`src/rtl/core/pcan_pkg.sv`:
```
// pcan_pkg: shared types and constants for the path canonicalizer.
// Used by pcan_front, pcan_queue, pcan_back and path_canonicalizer.
// No dependencies.
package pcan_pkg;

    localparam logic [7:0] CH_SLASH = 8'h2F;
    localparam logic [7:0] CH_DOT   = 8'h2E;
    localparam logic [7:0] CH_NUL   = 8'h00;

    localparam logic [1:0] OP_BASE   = 2'd0;
    localparam logic [1:0] OP_PATH   = 2'd1;
    localparam logic [1:0] OP_FINISH = 2'd2;
    localparam logic [1:0] OP_READ   = 2'd3;

    localparam logic [1:0] ST_OK       = 2'd0;
    localparam logic [1:0] ST_EMPTY    = 2'd1;
    localparam logic [1:0] ST_TOO_LONG = 2'd2;

    typedef enum logic [2:0] {
        CMD_NOP,
        CMD_APPEND,
        CMD_ROOT,
        CMD_BACKUP,
        CMD_FINISH,
        CMD_READ
    } cmd_kind_t;

    typedef enum logic [1:0] {
        PRE_NONE,
        PRE_OPEN,
        PRE_ENSURE
    } pre_t;

    typedef struct packed {
        logic [1:0]  operation;
        logic [7:0]  char_in;
        logic [11:0] read_index;
    } item_t;

    typedef struct packed {
        logic [1:0]  status;
        logic [12:0] result_length;
        logic [7:0]  char_out;
    } result_t;

    typedef struct packed {
        cmd_kind_t   kind;
        pre_t        pre;
        logic [1:0]  dots;
        logic        with_char;
        logic        fin_backup;
        logic        started;
        logic [7:0]  ch;
        logic [11:0] read_index;
    } cmd_t;

endpackage

```
`src/rtl/core/pcan_queue.sv`:
```
// pcan_queue: two-entry command queue between front and back end.
// Depends on pcan_pkg.
module pcan_queue (
    input  logic           clk,
    input  logic           rst_n,
    input  logic           push,
    input  pcan_pkg::cmd_t push_cmd,
    input  logic           pop,
    output pcan_pkg::cmd_t pop_cmd,
    output logic           full,
    output logic           empty
);

    pcan_pkg::cmd_t entry_reg [2];
    logic           wr_ptr_reg, rd_ptr_reg;
    logic [1:0]     count_reg;

    assign full    = (count_reg == 2'd2);
    assign empty   = (count_reg == 2'd0);
    assign pop_cmd = entry_reg[rd_ptr_reg];

    always_ff @(posedge clk)
    begin
        if (push)
        begin
            entry_reg[wr_ptr_reg] <= push_cmd;
        end
    end

    always_ff @(posedge clk or negedge rst_n)
    begin
        if (!rst_n)
        begin
            wr_ptr_reg <= 1'b0;
            rd_ptr_reg <= 1'b0;
            count_reg  <= 2'd0;
        end
        else
        begin
            if (push)
            begin
                wr_ptr_reg <= !wr_ptr_reg;
            end
            if (pop)
            begin
                rd_ptr_reg <= !rd_ptr_reg;
            end
            if (push && !pop)
            begin
                count_reg <= count_reg + 2'd1;
            end
            else if (pop && !push)
            begin
                count_reg <= count_reg - 2'd1;
            end
        end
    end

    a_no_overrun: assert property (@(posedge clk) disable iff (!rst_n) push |-> !full)
        else $error("queue push while full");
    a_no_underrun: assert property (@(posedge clk) disable iff (!rst_n) pop |-> !empty)
        else $error("queue pop while empty");
    a_ptr_match: assert property (@(posedge clk) disable iff (!rst_n)
        (count_reg == 2'd0 || count_reg == 2'd2) |-> (wr_ptr_reg == rd_ptr_reg))
        else $error("queue pointers out of step with count");

endmodule

```
`config.mk`:
```
export PLATFORM = sky130hd
export DESIGN_NAME = pcan_queue
export DESIGN_NICKNAME = d
export VERILOG_FILES = /design/src/rtl/core/pcan_pkg.sv /design/src/rtl/core/pcan_queue.sv
export SDC_FILE = /design/constraint.sdc
export NUM_CORES = 1
export LEC_CHECK = 0
export BUFFER_PORTS_ARGS = -buffer_cell sky130_fd_sc_hd__buf_2
export CAP_MARGIN = 25
export CORE_MARGIN = 2
export CORE_UTILIZATION = 33
export DETAILED_ROUTE_END_ITERATION = 6
export PLACE_DENSITY = 0.54
export SLEW_MARGIN = 25
export SYNTH_ARGS = -nofsm -noshare
export SYNTH_HDL_FRONTEND = slang
export SYNTH_SLANG_ARGS = --single-unit
```
`constraint.sdc`:
```
create_clock -name clk -period 4 [get_ports clk]
set_clock_uncertainty 0.15 [all_clocks]
set_input_delay 0.8 -clock clk [delete_from_list [all_inputs] [get_ports clk]]
set_output_delay 0.8 -clock clk [all_outputs]
set_load 0.02 [all_outputs]
```
* Word-level counts from Yosys, hierarchy flattened *
Memory sizes are Yosys's and may differ from the RTL's.
Cells that the tools add are included.

operators by class
  add/subtract/negate cells = 2
  $mul = 0
  div/mod/pow operators = 0
  $lt $le $gt $ge = 0
  equality and inequality tests = 1
  shifts and indexed selects = 0
  mux-type cells = 4
  bitwise operators = 0
  reduce and logical (&&, ||, !) cells = 8

operator list
  operator             number
  $logic_not 1->1      4
  $mux 2               2
  $add 2x1->2 const B  1
  $eq 2x2->1 const B   1
  $logic_and 1x1->1    2
  $logic_not 2->1      1
  $mux 1               2
  $reduce_bool 2->1    1
  $sub 2x1->2 const B  1

word-level totals
  flip-flop bits (word level) = 4
  bits in latches = 0
  RAM bits = 60
  bits in read-only memories = 0
  input port bits = 34
  output and inout port bits = 32
  logic and storage cells = 19
  memories kept = 1

memories
  name       words  width  rd ports  clocked after Yosys merged registers in  wr ports  RTL line          source
  entry_reg  2      30     1         0                                        1         pcan_queue.sv:14  pcan_pkg::cmd_t entry_reg [2];

* Longest topological paths before layout *
  depth after elaboration = 4
  mapped depth = 5
  gate-level depth less buffers = 5

* Worst setup path after synthesis *
Ideal clock, no wire load.

  path kind = input to register
  start point = input port push
  end point = memory entry_reg[0][0] (netlist bit) (enable)
  setup time = 0.421 ns
  arrival time = 2.162 ns
  required time = 3.429 ns
  setup slack = 1.267 ns
  stages on the path = 1
  path buffers = 0
  cell sequence = nor2b_1

on the way
  cells in the longest elaborated chain, start to end = 2

RTL lines
  element                       RTL line          source
  from (decl)                   pcan_queue.sv:6   input logic push,
  $mux 1                        pcan_queue.sv:24  if (push)
  $mux 1 (not written as such)  pcan_queue.sv:26  entry_reg[wr_ptr_reg] <= push_cmd;
  to (decl)                     pcan_queue.sv:14

Every way passes these cells.

==> impl_metrics.env <==
export IMPL_top_level_ports=66
export IMPL_longest_individual_stage_delay_on_the_worst_path_ns=0.84
export IMPL_layout_commonest_cell="buf_2"
export IMPL_synthDistinctLibCells=11
export IMPL_period_needed_ns=2.707
export IMPL_power_uw=2070
export IMPL_synth_seq_cells=64
export IMPL_place_gp_congestion=0.7003
export IMPL_post_cts_setup_buffers=0
export IMPL_drt_first_pass_iters=3
export IMPL_final_util_pct=43.10
export IMPL_worstSetupPathType="flop to output port"
export IMPL_timing_max_cap_violations=0
export IMPL_initial_antenna_violation_count=0
export IMPL_grt_pass1_wl_um=5989
export IMPL_critical_path_peak_fanout=31
export IMPL_floorplan_die_area_sq_um=7843
export IMPL_globalRouteOverflowTotal=0
export IMPL_synthDominantCellAreaShare_pct=76.35
export IMPL_synth_seq_area_share_pct=80.59
export IMPL_layout_drive_gt1_share_pct=60.64
export IMPL_drt_initial_drc_count=26
export IMPL_port_buffer_count=65
export IMPL_place_detailed_hpwl_um=2692
export IMPL_power_density_nw_per_um2=699.4
export IMPL_vias=1188
export IMPL_setup_tns_final_ns=0
export IMPL_yosysWarnings=0
export IMPL_worstHoldPathType="input port to async pin"
export IMPL_post_synthesis_instance_area_sq_um=2360
export IMPL_clock_tree_from_tritoncts="yes"
export IMPL_critical_path_arrival_ns=1.76
export IMPL_finalHoldViolCount=0
export IMPL_critical_path_top_delay_family="flip-flops"
export IMPL_wire_per_inst_um=14.15
export IMPL_die_h_um=88.56
export IMPL_worst_slew_pin_transition_ns=0.8959
export IMPL_vias_in_the_first_global_route=1293
export IMPL_synth_net_count=144
export IMPL_clock_tree_htree_level_count=3
export IMPL_cp_cell_sequence="mux2_2 -> buf_2"
export IMPL_path_depth=2
export IMPL_cts_resized=0
export IMPL_timing_max_slew_rel_slack_pct=40.15
export IMPL_max_freq_ghz=0.3694
export IMPL_cts_made_buffers=9
export IMPL_max_vdd_ir_drop_mv=0.2643
export IMPL_syn_avg_cell_area_sq_um=21.65
export IMPL_clkSinkCount=64
export IMPL_mostFrequentLayoutCells="65 x buf_2, 60 x edfxtp_1, 30 x mux2_2"
export IMPL_floorplan_die_width_um=88.56
export IMPL_via_per_inst=4.183
export IMPL_rsz0062_at_grt="false"
export IMPL_worst_r2r_path_depth=2
export IMPL_post_route_period_util_pct=67.68
export IMPL_root_buffer="clkbuf_8"
export IMPL_final_nets=218
export IMPL_critical_path_startpoint_type="flop"
export IMPL_placedInstanceArea_sq_um=2788
export IMPL_largest_register_ff_count=60
export IMPL_cp_data_required_time_ns=3.05
export IMPL_status="finished, final reports clean"
export IMPL_cts_hold_buffers=0
export IMPL_slew_violations=0
export IMPL_initial_utilization_pct=34.35
export IMPL_core_sq_um=6869
export IMPL_synth_top_cells_by_area="edfxtp_1 76%, mux2_2 14%, dfrtp_1 4.2%"
export IMPL_critPathSlowestCell="dfrtp_2"
export IMPL_clock_slew_at_reported_path_ffs_ns=0.07
export IMPL_track_usage_pct=10.73
export IMPL_final_setup_viol_count=0
export IMPL_area_growth_synth_to_final_pct=25.45
export IMPL_clock_insertion_delay_worst_skew_ns=0.32
export IMPL_finalWirelength_um=4019
export IMPL_postSynthCellCount=109
export IMPL_cellLeakagePower_uw=0.001116
export IMPL_ctsLongestPathBuffers=2
export IMPL_postLayoutCellArea_sq_um=2960
export IMPL_remaining_antenna_violation_count_after_routing=0
export IMPL_endpoint_kind="output port"
export IMPL_worst_hold_slack_ns=0.1220
export IMPL_wp_buf_inv=1
export IMPL_antenna_cells_inserted=0
export IMPL_largest_net_degree_at_the_start_of_global_routing=32
export IMPL_remaining_drc_errors=0
export IMPL_synth_top_cell_by_area="edfxtp_1"
export IMPL_placementRows=30
[per-stage QoR]
stage,worst slack [ns],std cells
2_1_floorplan,1.267,109
3_3_place_gp,1.204,268
3_5_place_dp,1.604,268
4_1_cts,1.231,284
5_1_grt,1.176,284
6_report,1.293,284
[cell type report]
| class | instances | area [sq um] |
|---|---|---|
| well taps | 96 | 120.1 |
| fillers | 624 | 3909 |
| clock buffers | 9 | 123.9 |
| flip-flops and latches | 64 | 1903 |
| repair buffers | 66 | 332.8 |
| clock inverters | 7 | 48.80 |
| inverters | 1 | 3.754 |
| multi-input cells | 41 | 427.9 |
[path summary, 6_finish.rpt]
check	from	end	slack [ns]
worst max-delay path	rd_ptr_reg	pop_cmd[24]	1.29
worst min-delay path	rst_n	wr_ptr_reg	0.12
worst max register to register	wr_ptr_reg	entry_reg[1][9]	2.17
worst min register to register	count_reg[1]	count_reg[1]	0.35
max in group asynchronous	rst_n	rd_ptr_reg	3.45
min in group clk	count_reg[1]	count_reg[1]	0.35
[cell usage after synthesis]
master	n
ha_1	1
buf_6	3
inv_1	1
dfrtp_1	4
xnor2_1	1
and2_1	1
nor2_1	2
nor2b_1	2
xor2_1	4
edfxtp_1	60
mux2_2	30
[worst register-to-register path, stage by stage, from the launching register on]
cell and delay [ns]:
dfrtp_1 0.42, and2_1 0.54, buf_4 0.39
[per-layer routing]
layer	share of wire [%]	GRT usage, %	vias up
li1	-	-	568
met1	37	10.52	580
met2	57	20.16	35
met3	4.4	2.239	5
met4	1.2	7.025	0
met5	0	0	-
[logic make-up (layout without fill, tap and decap cells)]
family,after synthesis,in the layout,synth area share [%]
flops,64,64,80.59
xor+xnor,5,5,1.856
mux,30,30,14.32
simple gates,5,5,1.114
buf+inv,4,83,1.590
fa+ha+maj,1,1,0.5301
[where the power goes]
group | switching [uW] | internal (uW)
registers | 104 | 894
logic | 344 | 265
clock network | 242 | 223
total | 690 | 1380
(Power assumes the default switching activity.)
