**config.mk**
```make
export PLATFORM = sky130hd
export DESIGN_NAME = pcan_front
export DESIGN_NICKNAME = d
export VERILOG_FILES = /design/src/rtl/core/pcan_pkg.sv /design/src/rtl/core/pcan_front.sv
export SDC_FILE = /design/constraint.sdc
export NUM_CORES = 1
export LEC_CHECK = 0
export BUFFER_PORTS_ARGS = -buffer_cell sky130_fd_sc_hd__buf_2
export CORE_MARGIN = 2
export CORE_UTILIZATION = 41
export DETAILED_ROUTE_END_ITERATION = 8
export GPL_ROUTABILITY_DRIVEN = 1
export GPL_TIMING_DRIVEN = 0
export PLACE_DENSITY = 0.94
export SLEW_MARGIN = 40
export SYNTH_ARGS = -nofsm -noshare
export SYNTH_HDL_FRONTEND = slang
export SYNTH_SLANG_ARGS = --single-unit
```
**constraint.sdc**
```tcl
create_clock -name clk -period 2.8 [get_ports clk]
set_input_delay 0.14 -clock clk [delete_from_list [all_inputs] [get_ports clk]]
set_output_delay 0.14 -clock clk [all_outputs]
set_load 0.01 [all_outputs]
```
**src/rtl/core/pcan_pkg.sv**
```systemverilog
// pcan_pkg: shared types and constants for the path canonicalizer.
// Used by pcan_front, pcan_queue, pcan_back and path_canonicalizer.
// No dependencies.
package pcan_pkg;

    localparam logic [7:0] CH_SLASH = 8'h2F;
    localparam logic [7:0] CH_DOT   = 8'h2E;
    localparam logic [7:0] CH_NUL   = 8'h00;

    localparam logic [1:0] OP_BASE   = 2'd0;
    localparam logic [1:0] OP_PATH   = 2'd1;
    localparam logic [1:0] OP_FINISH = 2'd2;
    localparam logic [1:0] OP_READ   = 2'd3;

    localparam logic [1:0] ST_OK       = 2'd0;
    localparam logic [1:0] ST_EMPTY    = 2'd1;
    localparam logic [1:0] ST_TOO_LONG = 2'd2;

    typedef enum logic [2:0] {
        CMD_NOP,
        CMD_APPEND,
        CMD_ROOT,
        CMD_BACKUP,
        CMD_FINISH,
        CMD_READ
    } cmd_kind_t;

    typedef enum logic [1:0] {
        PRE_NONE,
        PRE_OPEN,
        PRE_ENSURE
    } pre_t;

    typedef struct packed {
        logic [1:0]  operation;
        logic [7:0]  char_in;
        logic [11:0] read_index;
    } item_t;

    typedef struct packed {
        logic [1:0]  status;
        logic [12:0] result_length;
        logic [7:0]  char_out;
    } result_t;

    typedef struct packed {
        cmd_kind_t   kind;
        pre_t        pre;
        logic [1:0]  dots;
        logic        with_char;
        logic        fin_backup;
        logic        started;
        logic [7:0]  ch;
        logic [11:0] read_index;
    } cmd_t;

endpackage

```
**src/rtl/core/pcan_front.sv**
```systemverilog
// pcan_front: accepts input transfers, tracks component phase and path start,
// and turns each item into a back-end command. Depends on pcan_pkg.
module pcan_front (
    input  logic            clk,
    input  logic            rst_n,
    input  logic            item_valid,
    output logic            item_stall,
    input  pcan_pkg::item_t item,
    input  logic            q_full,
    output logic            push,
    output pcan_pkg::cmd_t  push_cmd
);

    typedef enum logic [1:0] {
        PH_START,
        PH_DOT,
        PH_DOTDOT,
        PH_NAME
    } phase_t;

    phase_t phase_reg, phase_next;
    logic   started_reg, started_next;
    logic   is_slash, is_dot, is_nul;
    pcan_pkg::cmd_t cmd;

    assign is_slash   = (item.char_in == pcan_pkg::CH_SLASH);
    assign is_dot     = (item.char_in == pcan_pkg::CH_DOT);
    assign is_nul     = (item.char_in == pcan_pkg::CH_NUL);
    assign item_stall = q_full;
    assign push       = item_valid && !q_full;
    assign push_cmd   = cmd;

    always_comb
    begin
        phase_next     = phase_reg;
        started_next   = started_reg;
        cmd            = '0;
        cmd.kind       = pcan_pkg::CMD_NOP;
        cmd.pre        = pcan_pkg::PRE_NONE;
        cmd.ch         = item.char_in;
        cmd.read_index = item.read_index;
        case (item.operation)
            pcan_pkg::OP_BASE:
            begin
                if (!started_reg && !is_nul)
                begin
                    cmd.kind      = pcan_pkg::CMD_APPEND;
                    cmd.with_char = 1'b1;
                end
            end
            pcan_pkg::OP_PATH:
            begin
                if (!is_nul)
                begin
                    if (!started_reg)
                    begin
                        started_next = 1'b1;
                        phase_next   = PH_START;
                        if (is_slash)
                        begin
                            cmd.kind = pcan_pkg::CMD_ROOT;
                        end
                        else
                        begin
                            cmd.kind = pcan_pkg::CMD_APPEND;
                            cmd.pre  = pcan_pkg::PRE_ENSURE;
                            if (is_dot)
                            begin
                                phase_next = PH_DOT;
                            end
                            else
                            begin
                                cmd.with_char = 1'b1;
                                phase_next    = PH_NAME;
                            end
                        end
                    end
                    else
                    begin
                        case (phase_reg)
                            PH_START:
                            begin
                                if (is_dot)
                                begin
                                    phase_next = PH_DOT;
                                end
                                else if (!is_slash)
                                begin
                                    cmd.kind      = pcan_pkg::CMD_APPEND;
                                    cmd.pre       = pcan_pkg::PRE_OPEN;
                                    cmd.with_char = 1'b1;
                                    phase_next    = PH_NAME;
                                end
                            end
                            PH_DOT:
                            begin
                                if (is_slash)
                                begin
                                    phase_next = PH_START;
                                end
                                else if (is_dot)
                                begin
                                    phase_next = PH_DOTDOT;
                                end
                                else
                                begin
                                    cmd.kind      = pcan_pkg::CMD_APPEND;
                                    cmd.pre       = pcan_pkg::PRE_OPEN;
                                    cmd.dots      = 2'd1;
                                    cmd.with_char = 1'b1;
                                    phase_next    = PH_NAME;
                                end
                            end
                            PH_DOTDOT:
                            begin
                                if (is_slash)
                                begin
                                    cmd.kind   = pcan_pkg::CMD_BACKUP;
                                    phase_next = PH_START;
                                end
                                else
                                begin
                                    cmd.kind      = pcan_pkg::CMD_APPEND;
                                    cmd.pre       = pcan_pkg::PRE_OPEN;
                                    cmd.dots      = 2'd2;
                                    cmd.with_char = 1'b1;
                                    phase_next    = PH_NAME;
                                end
                            end
                            default:
                            begin
                                cmd.kind      = pcan_pkg::CMD_APPEND;
                                cmd.with_char = 1'b1;
                                if (is_slash)
                                begin
                                    phase_next = PH_START;
                                end
                            end
                        endcase
                    end
                end
            end
            pcan_pkg::OP_FINISH:
            begin
                if (started_reg)
                begin
                    cmd.kind       = pcan_pkg::CMD_FINISH;
                    cmd.fin_backup = (phase_reg == PH_DOTDOT);
                    phase_next     = PH_START;
                end
            end
            default:
            begin
                cmd.kind = pcan_pkg::CMD_READ;
            end
        endcase
        cmd.started = started_next;
    end

    always_ff @(posedge clk or negedge rst_n)
    begin
        if (!rst_n)
        begin
            phase_reg   <= PH_START;
            started_reg <= 1'b0;
        end
        else if (push)
        begin
            phase_reg   <= phase_next;
            started_reg <= started_next;
        end
    end

endmodule

```
After elaboration in Yosys (flattened, before gate mapping)
Index checks and enable logic that the tools add are counted.

Input bits: 26. Logic and storage cells: 65. Bits in registers: 3. Output and inout bits: 32.

Reduce and logical (&&, ||, !) cells: 10. Equal/unequal tests: 10. Multiplexer cells: 43.

Operators with widths (number): two-way mux 2 bit (14); one-hot mux 3 bit (3 select lines) (2); equality test 8 x 6 -> 1 bit (second input constant) (2); two-way mux 1 bit (12); two-way mux 6 bit (2); one-hot mux 2 bit (3 select lines) (2); two-way mux 3 bit (3); logical NOT 8 bit (1); two-way mux 4 bit (2); two-way mux 8 bit (1); one-hot mux 2 bit (2 select lines) (2); inequality test 6 x 4 -> 1 bit (second input constant) (1); AND reduction 6 bit (1); two-way mux 5 bit (1); inequality test 5 bit (second input constant) (1); equality test 2 x 1 -> 1 bit (second input constant) (2); equality test 2 bit (second input constant) (2); logical NOT 2 bit (2); inequality test 2 bit (second input constant) (2); logical NOT 1 bit (3); one-hot mux 1 bit (3 select lines) (1); logical AND 1 bit (2); one-hot mux 1 bit (2 select lines) (1); nonzero test 2 bit (1).

Logic depth before layout (Yosys ltp)
Gate-level depths: netlist of run 1.

Depth after elaboration: 7. Mapped depth: 7. Gate-level depth less buffers: 7.

Least setup slack after synthesis of run 1
OpenSTA, ideal clock, no wires.

Kind: register to register. Start: reg phase_reg[0]. End: reg phase_reg[1]. Data required time: 2.675 ns. Period minus slack after synthesis: 1.829 ns. Buffers on the path: 0. Setup time: 0.125 ns. Arrival: 1.705 ns. Cell stages (with the launch flop): 8. Slack: 0.971 ns. Cells stage by stage: dfrtp_1 -> inv_1 -> ha_1 -> or2_2 -> nor2_1 -> mux2_4 -> a221oi_4 -> mux2_2.

Cells in the longest elaborated chain, start to end: 5. Elaborated cells on any way between the ends: 10. Classes of those cells: 4 x eq/ne; 4 x mux; 2 x reduce/logical.

Ends and longest elaborated chain: start, declared (line pcan_front.sv:21) `phase_t phase_reg, phase_next;`; start signal, assigned (line pcan_front.sv:169) `phase_reg <= phase_next;`; equality test 2 bit (tied with other cells) (line pcan_front.sv:80) `case (phase_reg)`; one-hot mux 2 bit (3 select lines) (line pcan_front.sv:80); two-way mux 2 bit (line pcan_front.sv:55) `if (!started_reg)`; two-way mux 2 bit (line pcan_front.sv:53) `if (!is_nul)`; one-hot mux 2 bit (2 select lines) (line pcan_front.sv:42) `case (item.operation)`.

Several ways; a longest one is shown, not always the timed one. The select of a mux whose other input is x is not followed. A chain may end at the register's enable or synchronous reset.

Worst setup path in the final report of run 1
Ends and elaborated chain as after synthesis.

==> results of run 1 <==
## area by class of cell
class / instances / share of cell area
tap: 16 / 0.0208
inverter: 6 / 0.0234
multi-input combinational: 59 / 0.431
timing repair buffer: 46 / 0.244
clock buffer: 4 / 0.0273
sequential: 3 / 0.0779
buffer: 23 / 0.175
## logic make-up (layout without fill, tap and decap cells)
family / Yosys count / count (layout)
AO/OA/AOI/OAI: 19 / 19
adder cells (fa/ha/maj): 4 / 4
buffers and inverters: 29 / 79
flip-flops: 3 / 3
multiplexers: 3 / 3
AND/OR/NAND/NOR: 33 / 33
## synth_stat cells
cell and n:
sky130_fd_sc_hd__nor4b_4 1, sky130_fd_sc_hd__clkbuf_1 1, sky130_fd_sc_hd__nor2b_1 4, sky130_fd_sc_hd__nor2_1 6, sky130_fd_sc_hd__nand2_1 9, sky130_fd_sc_hd__nor4_1 3
sky130_fd_sc_hd__dfrtp_1 3, sky130_fd_sc_hd__nand2b_1 3, sky130_fd_sc_hd__nand3_1 1, sky130_fd_sc_hd__o21a_1 1, sky130_fd_sc_hd__mux2_1 1, sky130_fd_sc_hd__o21ai_0 2
sky130_fd_sc_hd__o31ai_1 2, sky130_fd_sc_hd__a221oi_4 1, sky130_fd_sc_hd__mux2_2 1, sky130_fd_sc_hd__inv_1 6, sky130_fd_sc_hd__and3_1 1, sky130_fd_sc_hd__nand2_4 1
sky130_fd_sc_hd__o21ai_1 4, sky130_fd_sc_hd__a21oi_1 4, sky130_fd_sc_hd__buf_4 22, sky130_fd_sc_hd__and4_1 1, sky130_fd_sc_hd__nor3_1 1, sky130_fd_sc_hd__o211ai_1 1
sky130_fd_sc_hd__ha_1 4, sky130_fd_sc_hd__mux2_4 1, sky130_fd_sc_hd__a211oi_1 1, sky130_fd_sc_hd__a221oi_1 1, sky130_fd_sc_hd__a31oi_1 1, sky130_fd_sc_hd__or2_2 1
sky130_fd_sc_hd__nand4_1 1, sky130_fd_sc_hd__a22oi_1 1
## worst paths after layout
kind	slack (ps)	startpoint	cells after the start	to
max reg2reg	780	phase_reg[0]$_DFFE_PN0P_	7	phase_reg[1]$_DFFE_PN0P_
max	780	phase_reg[0]$_DFFE_PN0P_	7	phase_reg[1]$_DFFE_PN0P_
min in group clk	290	item_valid	3	started_reg$_DFFE_PN0P_
max in group asynchronous	2470	rst_n	2	phase_reg[1]$_DFFE_PN0P_
min reg2reg	590	phase_reg[0]$_DFFE_PN0P_	1	phase_reg[0]$_DFFE_PN0P_
min	230	rst_n	2	started_reg$_DFFE_PN0P_
## routing by layer
metal,global-route usage,vias up,routed length (um)
met5,0,-,0
met4,0.118,0,19
met3,0.0280,4,177
met2,0.325,49,889
met1,0.177,354,643
li1,-,395,-
## where the power goes
group          internal [uW]  switching [uW]  leakage, uW
sequential              57.8            19.4    0.0000333
clock                   53.3            21.4    0.0000150
combinational            158             173     0.000488
total                    269             214     0.000537
## stage by stage
step / worst slack (ps) / power (uW) / hold WS [ps] / utilization
after floorplan: 971 / 311 / -156 / -
after global placement: 855 / 385 / -65.2 / 0.601
after detailed placement: 784 / 404 / -63.9 / 0.601
after CTS: 778 / 487 / 218 / 0.625
after global routing: 683 / 532 / 242 / 0.625
final: 780 / 483 / 227 / 0.625
## critical path, stage by stage (launching register included)
cell and delay [ps]:
sky130_fd_sc_hd__dfrtp_1 410, sky130_fd_sc_hd__inv_1 100, sky130_fd_sc_hd__ha_1 270, sky130_fd_sc_hd__or2_2 180, sky130_fd_sc_hd__nor2_1 40, sky130_fd_sc_hd__mux2_4 270, sky130_fd_sc_hd__a221oi_4 250, sky130_fd_sc_hd__mux2_2 370
==> insert_results.sql, run 1 <==
INSERT INTO impl_metrics (metric_group, metric, value, unit) VALUES
('outcome', 'status', 'completed', ''),
('synthesis', 'synth_adder_area_share', '0.0734', ''),
('clock_tree', 'cts_inserted_buffers', '3', ''),
('finish', 'area_delta_synth_final', '41.3', '%'),
('die', 'die-height', '44.8', 'um'),
('die', 'floorplan.io_pins', '58', ''),
('global_route', 'track_usage', '0.175', ''),
('sta', 'worst_margin_slew', '473', 'ps'),
('clock_tree', 'tritoncts_clock_tree', 'built', ''),
('die', 'die_x', '44.8', 'um'),
('synthesis', 'synth.cell_area', '682', 'sq um'),
('finish', 'n_antenna_cell', '0', ''),
('detailed_routing', 'drt_iter0_drc', '17', ''),
('sta', 'post-route-min-period', '2020', 'ps'),
('detailed_routing', 'detail_route.vias_per_cell', '5.11', ''),
('sta', 'setup_viol', '0', ''),
('sta', 'final.setup_skew', '0.753', 'ps'),
('clock_tree', 'postCtsSetupBuffers', '0', ''),
('clock_tree', 'cts.path.max_buffers', '2', ''),
('pwr', 'peakVddDrop', '0.356', 'mV'),
('placed_design', 'input_output_buffers', '45', ''),
('global_route', 'antenna_found_initial', '0', ''),
('synthesis', 'ys.warnings.count', '0', ''),
('detailed_routing', 'drcViolationCount', '0', ''),
('die', 'initial_core_util', '0.442', ''),
('finish', 'layout.cell_area.non_filler', '963', 'sq um'),
('clock_tree', 'holdBufCountCts', '1', ''),
('finish', 'finalNetCount', '172', ''),
('worst_setup_path', 'required', '2910', 'ps'),
('clock_tree', 'clkSinkCount', '3', ''),
('die', 'row_count', '14', ''),
('worst_setup_path', 'setup.worst_path.end_class', 'flip-flop', ''),
('synthesis', 'seq_area_frac_synth', '0.110', ''),
('sta', 'max-slew-margin-rel', '0.682', ''),
('finish', 'drive_above_1_share', '0.539', ''),
('clock_tree', 'post_cts_resize_count', '0', ''),
('synthesis', 'ys_top_cells_by_area', 'sky130_fd_sc_hd__buf_4 (24%), sky130_fd_sc_hd__dfrtp_1 (11%), sky130_fd_sc_hd__ha_1 (7.3%)', ''),
('detailed_routing', 'detailedRoute.firstPassIterationCount', '4', ''),
('synthesis', 'post_synthesis_mean_instance_area', '7.49', 'sq um'),
('detailed_routing', 'vias', '802', ''),
('synthesis', 'largest_family_of_logic_cells_by_synthesized_area', 'simple AND/OR/NAND/NOR gates', ''),
('finish', 'sequential_cell_area', '75.1', 'sq um'),
('sta', 'period_share', '0.721', ''),
('sta', 'fin_tns_setup', '0', 'ps'),
('worst_setup_path', 'cp_arrival', '2130', 'ps'),
('worst_setup_path', 'critical_path_class', 'reg -> reg', ''),
('pwr', 'cellPowerDensity', '501', 'mW/mm^2'),
('finish', 'layout.cells.non_filler', '157', ''),
('synthesis', 'netlist_instances', '91', ''),
('worst_setup_path', 'start_kind', 'flip-flop', ''),
('clock_tree', 'cts_h_tree_lvls', '1', ''),
('detailed_routing', 'wire_per_inst', '11.0', 'um'),
('finish', 'multi_input_comb_area', '415', 'sq um'),
('synthesis', 'synth.largest_area_cell', 'sky130_fd_sc_hd__buf_4', ''),
('global_route', 'via_count_of_the_first_global_routing_pass', '704', ''),
('detailed_routing', 'detail-route-antenna-nets', '0', ''),
('synthesis', 'flip_flop_and_latch_count_after_synthesis', '3', ''),
('placed_design', 'hpwl', '1440', 'um'),
('synthesis', 'synth_top_cell_area_share', '0.242', ''),
('placed_design', 'gpl.final_weighted_congestion', '0.907', ''),
('global_route', 'grt_max_degree', '11', ''),
('clock_tree', 'register_clock_pin_slew_on_the_reported_worst_setup_and_hold_paths', '40', 'ps'),
('sta', 'grt_setup_unrepaired', 'false', ''),
('synthesis', 'synth_compound_area_frac', '0.200', ''),
('synthesis', 'synthMuxAreaShare', '0.0550', ''),
('synthesis', 'synth_cell_types', '32', ''),
('die', 'fp.coreArea', '0.00154', 'sq mm'),
('die', 'fp.dieArea', '0.00201', 'sq mm'),
('worst_setup_path', 'worstPathMaxFanout', '6', ''),
('flow_run', 'max_cap_viol_count', '0', ''),
('finish', 'layout.cells.most_common', 'sky130_fd_sc_hd__buf_2', '');
Note: power is estimated with default switching activity, not from simulation.
==> inputs of run 2 (changes only) <==
CORE_UTILIZATION = 38   (was 41)
PLACE_DENSITY = 0.89   (was 0.94)
clock period = 2.1 ns   (was 2.8 ns; I/O delays follow)
==> run 2 against run 1 <==
Power grew 32%. Critical endpoint is now phase_reg[0]$_DFFE_PN0P_. Via count shrank 2.6%. Count of clock-buffer cells in the layout is the same. Fmax grew 2.1%. Worst setup slack lost 660 ps. Non-clock buffer count is the same. Largest cell class unchanged. Wire length shrank 2.5%. Final cell count grew 5.7%. Global-route usage shrank 2.0 points. Sequential power grew 35%. Combinational power grew 31%. Largest power group unchanged. Flip-flop and latch count is the same.
==> insert_results.sql, run 2 (synthesized netlist as in run 1, its figures left out) <==
INSERT INTO impl_metrics (metric_group, metric, value, unit) VALUES
('finish', 'final_cell_mix', 'sky130_fd_sc_hd__buf_2 (45), sky130_fd_sc_hd__buf_4 (22), sky130_fd_sc_hd__nand2_1 (9)', ''),
('sta', 'fin_tns_setup', '0', 'ps'),
('global_route', 'grt_max_degree', '11', ''),
('worst_setup_path', 'critical_path_class', 'reg -> reg', ''),
('clock_tree', 'register_clock_pin_slew_on_the_reported_worst_setup_and_hold_paths', '40', 'ps'),
('clock_tree', 'clkSinkCount', '3', ''),
('finish', 'n_antenna_cell', '0', ''),
('worst_setup_path', 'critPathMaxStageDelay', '420', 'ps'),
('clock_tree', 'cts.path.max_buffers', '2', ''),
('clock_tree', 'worst_skew_pair.late_latency', '230', 'ps'),
('clock_tree', 'cts_h_tree_lvls', '1', ''),
('placed_design', 'gpl.final_weighted_congestion', '0.795', ''),
('worst_hold_path', 'hold_path.class', 'in -> async', ''),
('clock_tree', 'postCtsSetupBuffers', '0', ''),
('pwr', 'peakVddDrop', '0.395', 'mV'),
('sta', 'endpoints_failing_hold', '0', ''),
('die', 'fp.coreArea', '0.00171', 'sq mm'),
('detailed_routing', 'drt_iter0_drc', '15', ''),
('global_route', 'grt_first_pass_wirelength', '2440', 'um'),
('finish', 'layout.cells.most_common', 'sky130_fd_sc_hd__buf_2', ''),
('worst_setup_path', 'setup.worst_path.end_class', 'flip-flop', ''),
('sta', 'period_share', '0.942', ''),
('pwr', 'seq_power_share', '0.163', ''),
('sta', 'post-route-min-period', '1980', 'ps'),
('die', 'floorplan.io_pins', '58', ''),
('detailed_routing', 'drcViolationCount', '0', ''),
('die', 'die-height', '46.4', 'um'),
('sta', 'worst_margin_slew', '479', 'ps'),
('detailed_routing', 'wire_per_inst', '10.2', 'um'),
('global_route', 'antenna_found_initial', '0', ''),
('global_route', 'track_usage', '0.155', ''),
('detailed_routing', 'vias', '781', ''),
('pwr', 'p_total', '638', 'uW'),
('detailed_routing', 'wl', '1690', 'um'),
('finish', 'area_delta_synth_final', '42.9', '%'),
('sta', 'max-slew-margin-rel', '0.678', ''),
('worst_setup_path', 'cp_arrival', '2080', 'ps'),
('worst_setup_path', 'start_kind', 'flip-flop', ''),
('pwr', 'power_switching', '278', 'uW'),
('pwr', 'share_clk_of_total_power', '0.156', ''),
('die', 'fp.dieArea', '0.00215', 'sq mm'),
('sta', 'final.setup_skew', '2.93', 'ps'),
('worst_setup_path', 'cp_slowest_cell', 'sky130_fd_sc_hd__dfrtp_1', ''),
('sta', 'fmax', '506', 'MHz'),
('worst_setup_path', 'required', '2200', 'ps'),
('clock_tree', 'clock_tree.root_cell', 'sky130_fd_sc_hd__clkbuf_4', ''),
('pwr', 'cellLeakagePower', '0.000537', 'uW'),
('clock_tree', 'cts_inserted_buffers', '3', ''),
('finish', 'final.fill_count', '168', ''),
('clock_tree', 'tritoncts_clock_tree', 'built', ''),
('worst_setup_path', 'timing.critical_path.cells', 'inv_1 -> ha_1 -> or2_2 -> nor2_1 -> mux2_4 -> a221oi_4 -> mux2_1', ''),
('clock_tree', 'post_cts_resize_count', '0', ''),
('placed_design', 'input_output_buffers', '45', ''),
('pwr', 'cell_internal_power', '359', 'uW'),
('die', 'die_x', '46.4', 'um'),
('finish', 'largest_reg_flops', '2', ''),
('die', 'row_count', '15', ''),
('flow_run', 'max_cap_viol_count', '0', ''),
('sta', 'count_of_final_max_slew_check_failures', '0', ''),
('finish', 'finalNetCount', '172', ''),
('finish', 'drive_above_1_share', '0.539', ''),
('global_route', 'via_count_of_the_first_global_routing_pass', '647', ''),
('worst_setup_path', 'worstRegToRegCells', '7', ''),
('sta', 'grt_setup_unrepaired', 'false', ''),
('pwr', 'cellPowerDensity', '654', 'mW/mm^2'),
('pwr', 'power_switching_share', '0.437', ''),
('die', 'initial_core_util', '0.399', ''),
('detailed_routing', 'detail-route-antenna-nets', '0', ''),
('pwr', 'combinationalPowerShare', '0.681', ''),
('global_route', 'grt_overflow', '0', ''),
('sta', 'setup_viol', '0', ''),
('worst_setup_path', 'worstPathMaxFanout', '6', ''),
('detailed_routing', 'detailedRoute.firstPassIterationCount', '4', ''),
('detailed_routing', 'detail_route.vias_per_cell', '4.70', ''),
('outcome', 'status', 'completed', ''),
('placed_design', 'hpwl', '1480', 'um');
-- run 2: what timing repair did --
item	4_1_cts	5_1_grt
hold buffers	1	0
setup endpoints to repair	0	0
endpoints found under the hold margin	3	0
-- run 2: path summary, 6_finish.rpt --
path	from	to	slack, ps
max	phase_reg[0]$_DFFE_PN0P_	phase_reg[0]$_DFFE_PN0P_	120
min reg2reg	phase_reg[0]$_DFFE_PN0P_	phase_reg[0]$_DFFE_PN0P_	610
max in group asynchronous	rst_n	phase_reg[1]$_DFFE_PN0P_	1790
min	rst_n	started_reg$_DFFE_PN0P_	210
min in group clk	item_valid	started_reg$_DFFE_PN0P_	280
max reg2reg	phase_reg[0]$_DFFE_PN0P_	phase_reg[0]$_DFFE_PN0P_	120
-- run 2: metal layers --
layer / track usage / routed length (um)
met3: 0.0157 / 124
met1: 0.157 / 611
met4: 0.0971 / 17
met5: 0 / 0
met2: 0.294 / 931
-- run 2: area by class of cell --
cell class | instances | area (sq um) | share of cell area
Sequential cell | 3 | 75.1 | 0.0770
Buffer | 23 | 169 | 0.173
Inverter | 6 | 22.5 | 0.0231
Clock buffer | 4 | 26.3 | 0.0270
Timing Repair Buffer | 46 | 235 | 0.241
Multi-Input combinational cell | 59 | 415 | 0.426
Tap cell | 25 | 31.3 | 0.0321
-- run 2: worst max-delay path, delay by kind of cell (launching register included) --
kind            cells  cell delay [ps]
simple gates        2              200
mux                 2              630
compound gates      1              250
fa+ha+maj           1              240
flops               1              420
buf+inv             1              100
-- run 2: power by group through the flow --
stage / clock network [uW] / registers, uW / logic [uW]
after detailed placement: 0 / 105 / 435
after global routing: 108 / 109 / 484
after global placement: 0 / 101 / 420
after CTS: 104 / 105 / 438
final: 99.3 / 104 / 434
after floorplan: 0 / 97.9 / 317
-- run 2: through the flow --
stage | util | setup WS, ps | instances | instance area, sq um | hold slack, ps
floorplan | - | 271 | 91 | 682 | -191
global placement | 0.549 | 158 | 161 | 938 | -98.6
CTS | 0.571 | 88.9 | 166 | 975 | 194
detailed placement | 0.549 | 92.5 | 161 | 938 | -93.8
finish | 0.571 | 122 | 166 | 975 | 206
global route | 0.571 | 15.6 | 166 | 975 | 220
==> inputs of run 3 (changes only) <==
--- a/constraint.sdc
+++ b/constraint.sdc
@@ -3,2 +3,2 @@
 set_output_delay 0.105 -clock clk [all_outputs]
-set_load 0.01 [all_outputs]
+set_load 0.05 [all_outputs]
==> run 3 against run 2 <==
Worst hold slack lost 2.5 ps. Sequential power is essentially flat. Critical path type unchanged. Largest power group unchanged. First-iteration DRC count shrank 67%. Final cell count is the same. Core utilization grew 0.88 points. Power grew 25%. Critical path depth is the same. Highest routed layer unchanged. Register-to-register slack is essentially flat. Worst setup slack gained 12 ps.
==> insert_results.sql, run 3 (synthesized netlist as in run 1, its figures left out) <==
INSERT INTO impl_metrics (metric_group, metric, value, unit) VALUES
('outcome', 'status', 'completed', ''),
('detailed_routing', 'detail_route.vias_per_cell', '4.88', ''),
('global_route', 'track_usage', '0.162', ''),
('placed_design', 'pre_cts_slack', '76.2', 'ps'),
('worst_setup_path', 'worstPathMaxFanout', '6', ''),
('pwr', 'power_switching', '428', 'uW'),
('finish', 'layout.cells.most_common', 'sky130_fd_sc_hd__buf_2', ''),
('placed_design', 'hpwl', '1440', 'um'),
('pwr', 'combinationalPowerShare', '0.740', ''),
('detailed_routing', 'wire_per_inst', '10.4', 'um'),
('pwr', 'share_clk_of_total_power', '0.128', ''),
('pwr', 'cellLeakagePower', '0.000537', 'uW'),
('global_route', 'via_count_of_the_first_global_routing_pass', '628', ''),
('die', 'row_count', '15', ''),
('clock_tree', 'cts.path.max_buffers', '2', ''),
('detailed_routing', 'drcViolationCount', '0', ''),
('global_route', 'global_route.usage.met3', '0.0235', ''),
('sta', 'endpoints_failing_hold', '0', ''),
('worst_setup_path', 'timing.critical_path.cells', 'inv_1 -> ha_2 -> or2_2 -> nor2_1 -> mux2_4 -> a221oi_4 -> mux2_2', ''),
('die', 'die_x', '46.4', 'um'),
('pwr', 'seq_power_share', '0.132', ''),
('placed_design', 'gpl.final_weighted_congestion', '0.876', ''),
('worst_setup_path', 'setup.worst_path.end_class', 'flip-flop', ''),
('clock_tree', 'cts_inserted_buffers', '3', ''),
('clock_tree', 'clkSinkCount', '3', ''),
('sta', 'post-route-min-period', '1970', 'ps'),
('clock_tree', 'register_clock_pin_slew_on_the_reported_worst_setup_and_hold_paths', '40', 'ps'),
('worst_setup_path', 'critPathMaxStageDelay', '420', 'ps'),
('finish', 'area_delta_synth_final', '45.1', '%'),
('clock_tree', 'postCtsSetupBuffers', '0', ''),
('sta', 'worst_slack', '134', 'ps'),
('finish', 'drive_above_1_share', '0.560', ''),
('sta', 'count_of_final_max_slew_check_failures', '0', ''),
('detailed_routing', 'vias', '810', ''),
('finish', 'final.fill_count', '163', ''),
('pwr', 'power_switching_share', '0.540', ''),
('global_route', 'antenna_found_initial', '0', ''),
('worst_setup_path', 'critical_path_class', 'reg -> reg', ''),
('sta', 'fmax', '509', 'MHz'),
('worst_setup_path', 'start_kind', 'flip-flop', ''),
('detailed_routing', 'drt_iter0_drc', '5', ''),
('finish', 'finalNetCount', '172', ''),
('global_route', 'grt_busiest_layer', 'met2', ''),
('worst_hold_path', 'hold_path.class', 'in -> async', ''),
('finish', 'final_cell_mix', 'sky130_fd_sc_hd__buf_2 (45), sky130_fd_sc_hd__buf_4 (22), sky130_fd_sc_hd__nand2_1 (9)', ''),
('pwr', 'cellPowerDensity', '802', 'mW/mm^2'),
('pwr', 'cell_internal_power', '366', 'uW'),
('detailed_routing', 'detailedRoute.firstPassIterationCount', '5', ''),
('global_route', 'globalRouteMet1Util', '0.187', ''),
('die', 'fp.coreArea', '0.00171', 'sq mm'),
('placed_design', 'placed_cell_area', '951', 'sq um'),
('finish', 'largest_reg_flops', '2', ''),
('worst_setup_path', 'cp_top_family', 'multiplexers', ''),
('clock_tree', 'worst_skew_pair.late_latency', '230', 'ps'),
('die', 'initial_core_util', '0.399', ''),
('die', 'fp.dieArea', '0.00215', 'sq mm'),
('sta', 'grt_setup_unrepaired', 'false', ''),
('sta', 'period_share', '0.936', ''),
('die', 'die-height', '46.4', 'um'),
('global_route', 'grt_max_degree', '11', ''),
('flow_run', 'max_cap_viol_count', '0', ''),
('worst_setup_path', 'rr_startpoint', 'phase_reg[0]$_DFFE_PN0P_', ''),
('worst_setup_path', 'cp_slowest_cell', 'sky130_fd_sc_hd__dfrtp_1', ''),
('worst_setup_path', 'required', '2210', 'ps'),
('global_route', 'grt_overflow', '0', ''),
('sta', 'max-slew-margin-rel', '0.667', ''),
('sta', 'worst_margin_slew', '496', 'ps'),
('sta', 'setup_viol', '0', ''),
('detailed_routing', 'wl', '1720', 'um'),
('pwr', 'p_total', '794', 'uW'),
('finish', 'layout.cell_area.non_filler', '990', 'sq um'),
('detailed_routing', 'detail-route-antenna-nets', '0', ''),
('placed_design', 'input_output_buffers', '45', ''),
('worst_setup_path', 'cp_arrival', '2080', 'ps'),
('global_route', 'grt_first_pass_wirelength', '2490', 'um'),
('worst_setup_path', 'rrSetupSlack', '130', 'ps'),
('global_route', 'use_met2', '0.283', ''),
('clock_tree', 'cts_h_tree_lvls', '1', ''),
('worst_setup_path', 'crit_buf_inv', '1', ''),
('worst_setup_path', 'worst_r2r_endpoint', 'phase_reg[1]$_DFFE_PN0P_', ''),
('clock_tree', 'clock_tree.root_cell', 'sky130_fd_sc_hd__clkbuf_4', ''),
('sta', 'worst_hold_slack', '203', 'ps'),
('die', 'floorplan.io_pins', '58', ''),
('finish', 'n_antenna_cell', '0', ''),
('sta', 'final.setup_skew', '0.150', 'ps'),
('pwr', 'peakVddDrop', '0.425', 'mV'),
('clock_tree', 'tritoncts_clock_tree', 'built', ''),
('worst_setup_path', 'worstRegToRegCells', '7', '');
==> run 3: cell counts in the layout (fill, tap and decap cells not counted) <==
Identical to the previous run, type by type.
==> run 3: worst reg2reg max path, delay by kind of cell, from the launching register on <==
kind | cells | cell delay [ps]
muxes | 2 | 650
DFF | 1 | 420
AOI/OAI and AO/OA | 1 | 260
adders and majority gates | 1 | 230
and+or+nand+nor | 2 | 180
buffers and inverters | 1 | 110
==> run 3: final cells by class <==
type                    instances  area, sq um  share of cell area
inverters                       6         22.5              0.0228
clock buffers                   4         26.3              0.0265
multi-input cells              59          430               0.435
repair buffers                 46          235               0.238
plain buffers                  23          169               0.171
flip-flops and latches          3         75.1              0.0759
well taps                      25         31.3              0.0316
==> run 3: power groups by stage <==
stage	Combinational (uW)	Sequential [uW]	Clock [uW]
finish	587	105	102
global route	637	108	117
CTS	585	105	108
detailed placement	582	106	0
global placement	566	101	0
floorplan	467	97.9	0
==> run 3: stage by stage <==
stage	TNS, ps	std cells	utilization
finish	0	166	0.579
CTS	0	166	0.578
global placement	0	161	0.557
detailed placement	0	161	0.557
global route	0	166	0.579
floorplan	-0.138	91	-
==> run 3: routing by layer <==
metal | up-vias | share of wire
met5 | - | 0
met4 | 0 | 0.0058
met3 | 2 | 0.10
met2 | 54 | 0.52
met1 | 360 | 0.38
li1 | 394 | -
==> run 3: worst max-delay path by stage <==
stage | start | end | slack, ps | depth (start not counted)
floorplan | phase_reg[0]$_DFFE_PN0P_ | push_cmd[28] | -0.1 | 3
global placement | phase_reg[0]$_DFFE_PN0P_ | phase_reg[1]$_DFFE_PN0P_ | 150 | 7
detailed placement | phase_reg[0]$_DFFE_PN0P_ | phase_reg[1]$_DFFE_PN0P_ | 80 | 7
CTS | phase_reg[0]$_DFFE_PN0P_ | phase_reg[1]$_DFFE_PN0P_ | 70 | 7
global route | phase_reg[0]$_DFFE_PN0P_ | phase_reg[1]$_DFFE_PN0P_ | 40 | 7
finish | phase_reg[0]$_DFFE_PN0P_ | phase_reg[1]$_DFFE_PN0P_ | 130 | 7
==> run 3: what timing repair did <==
action / in CTS / in global routing
endpoints found under the hold margin: 3 / 0
resized for setup: 0 / 1
endpoints found under the setup margin: 0 / 2
hold buffers: 1 / 0
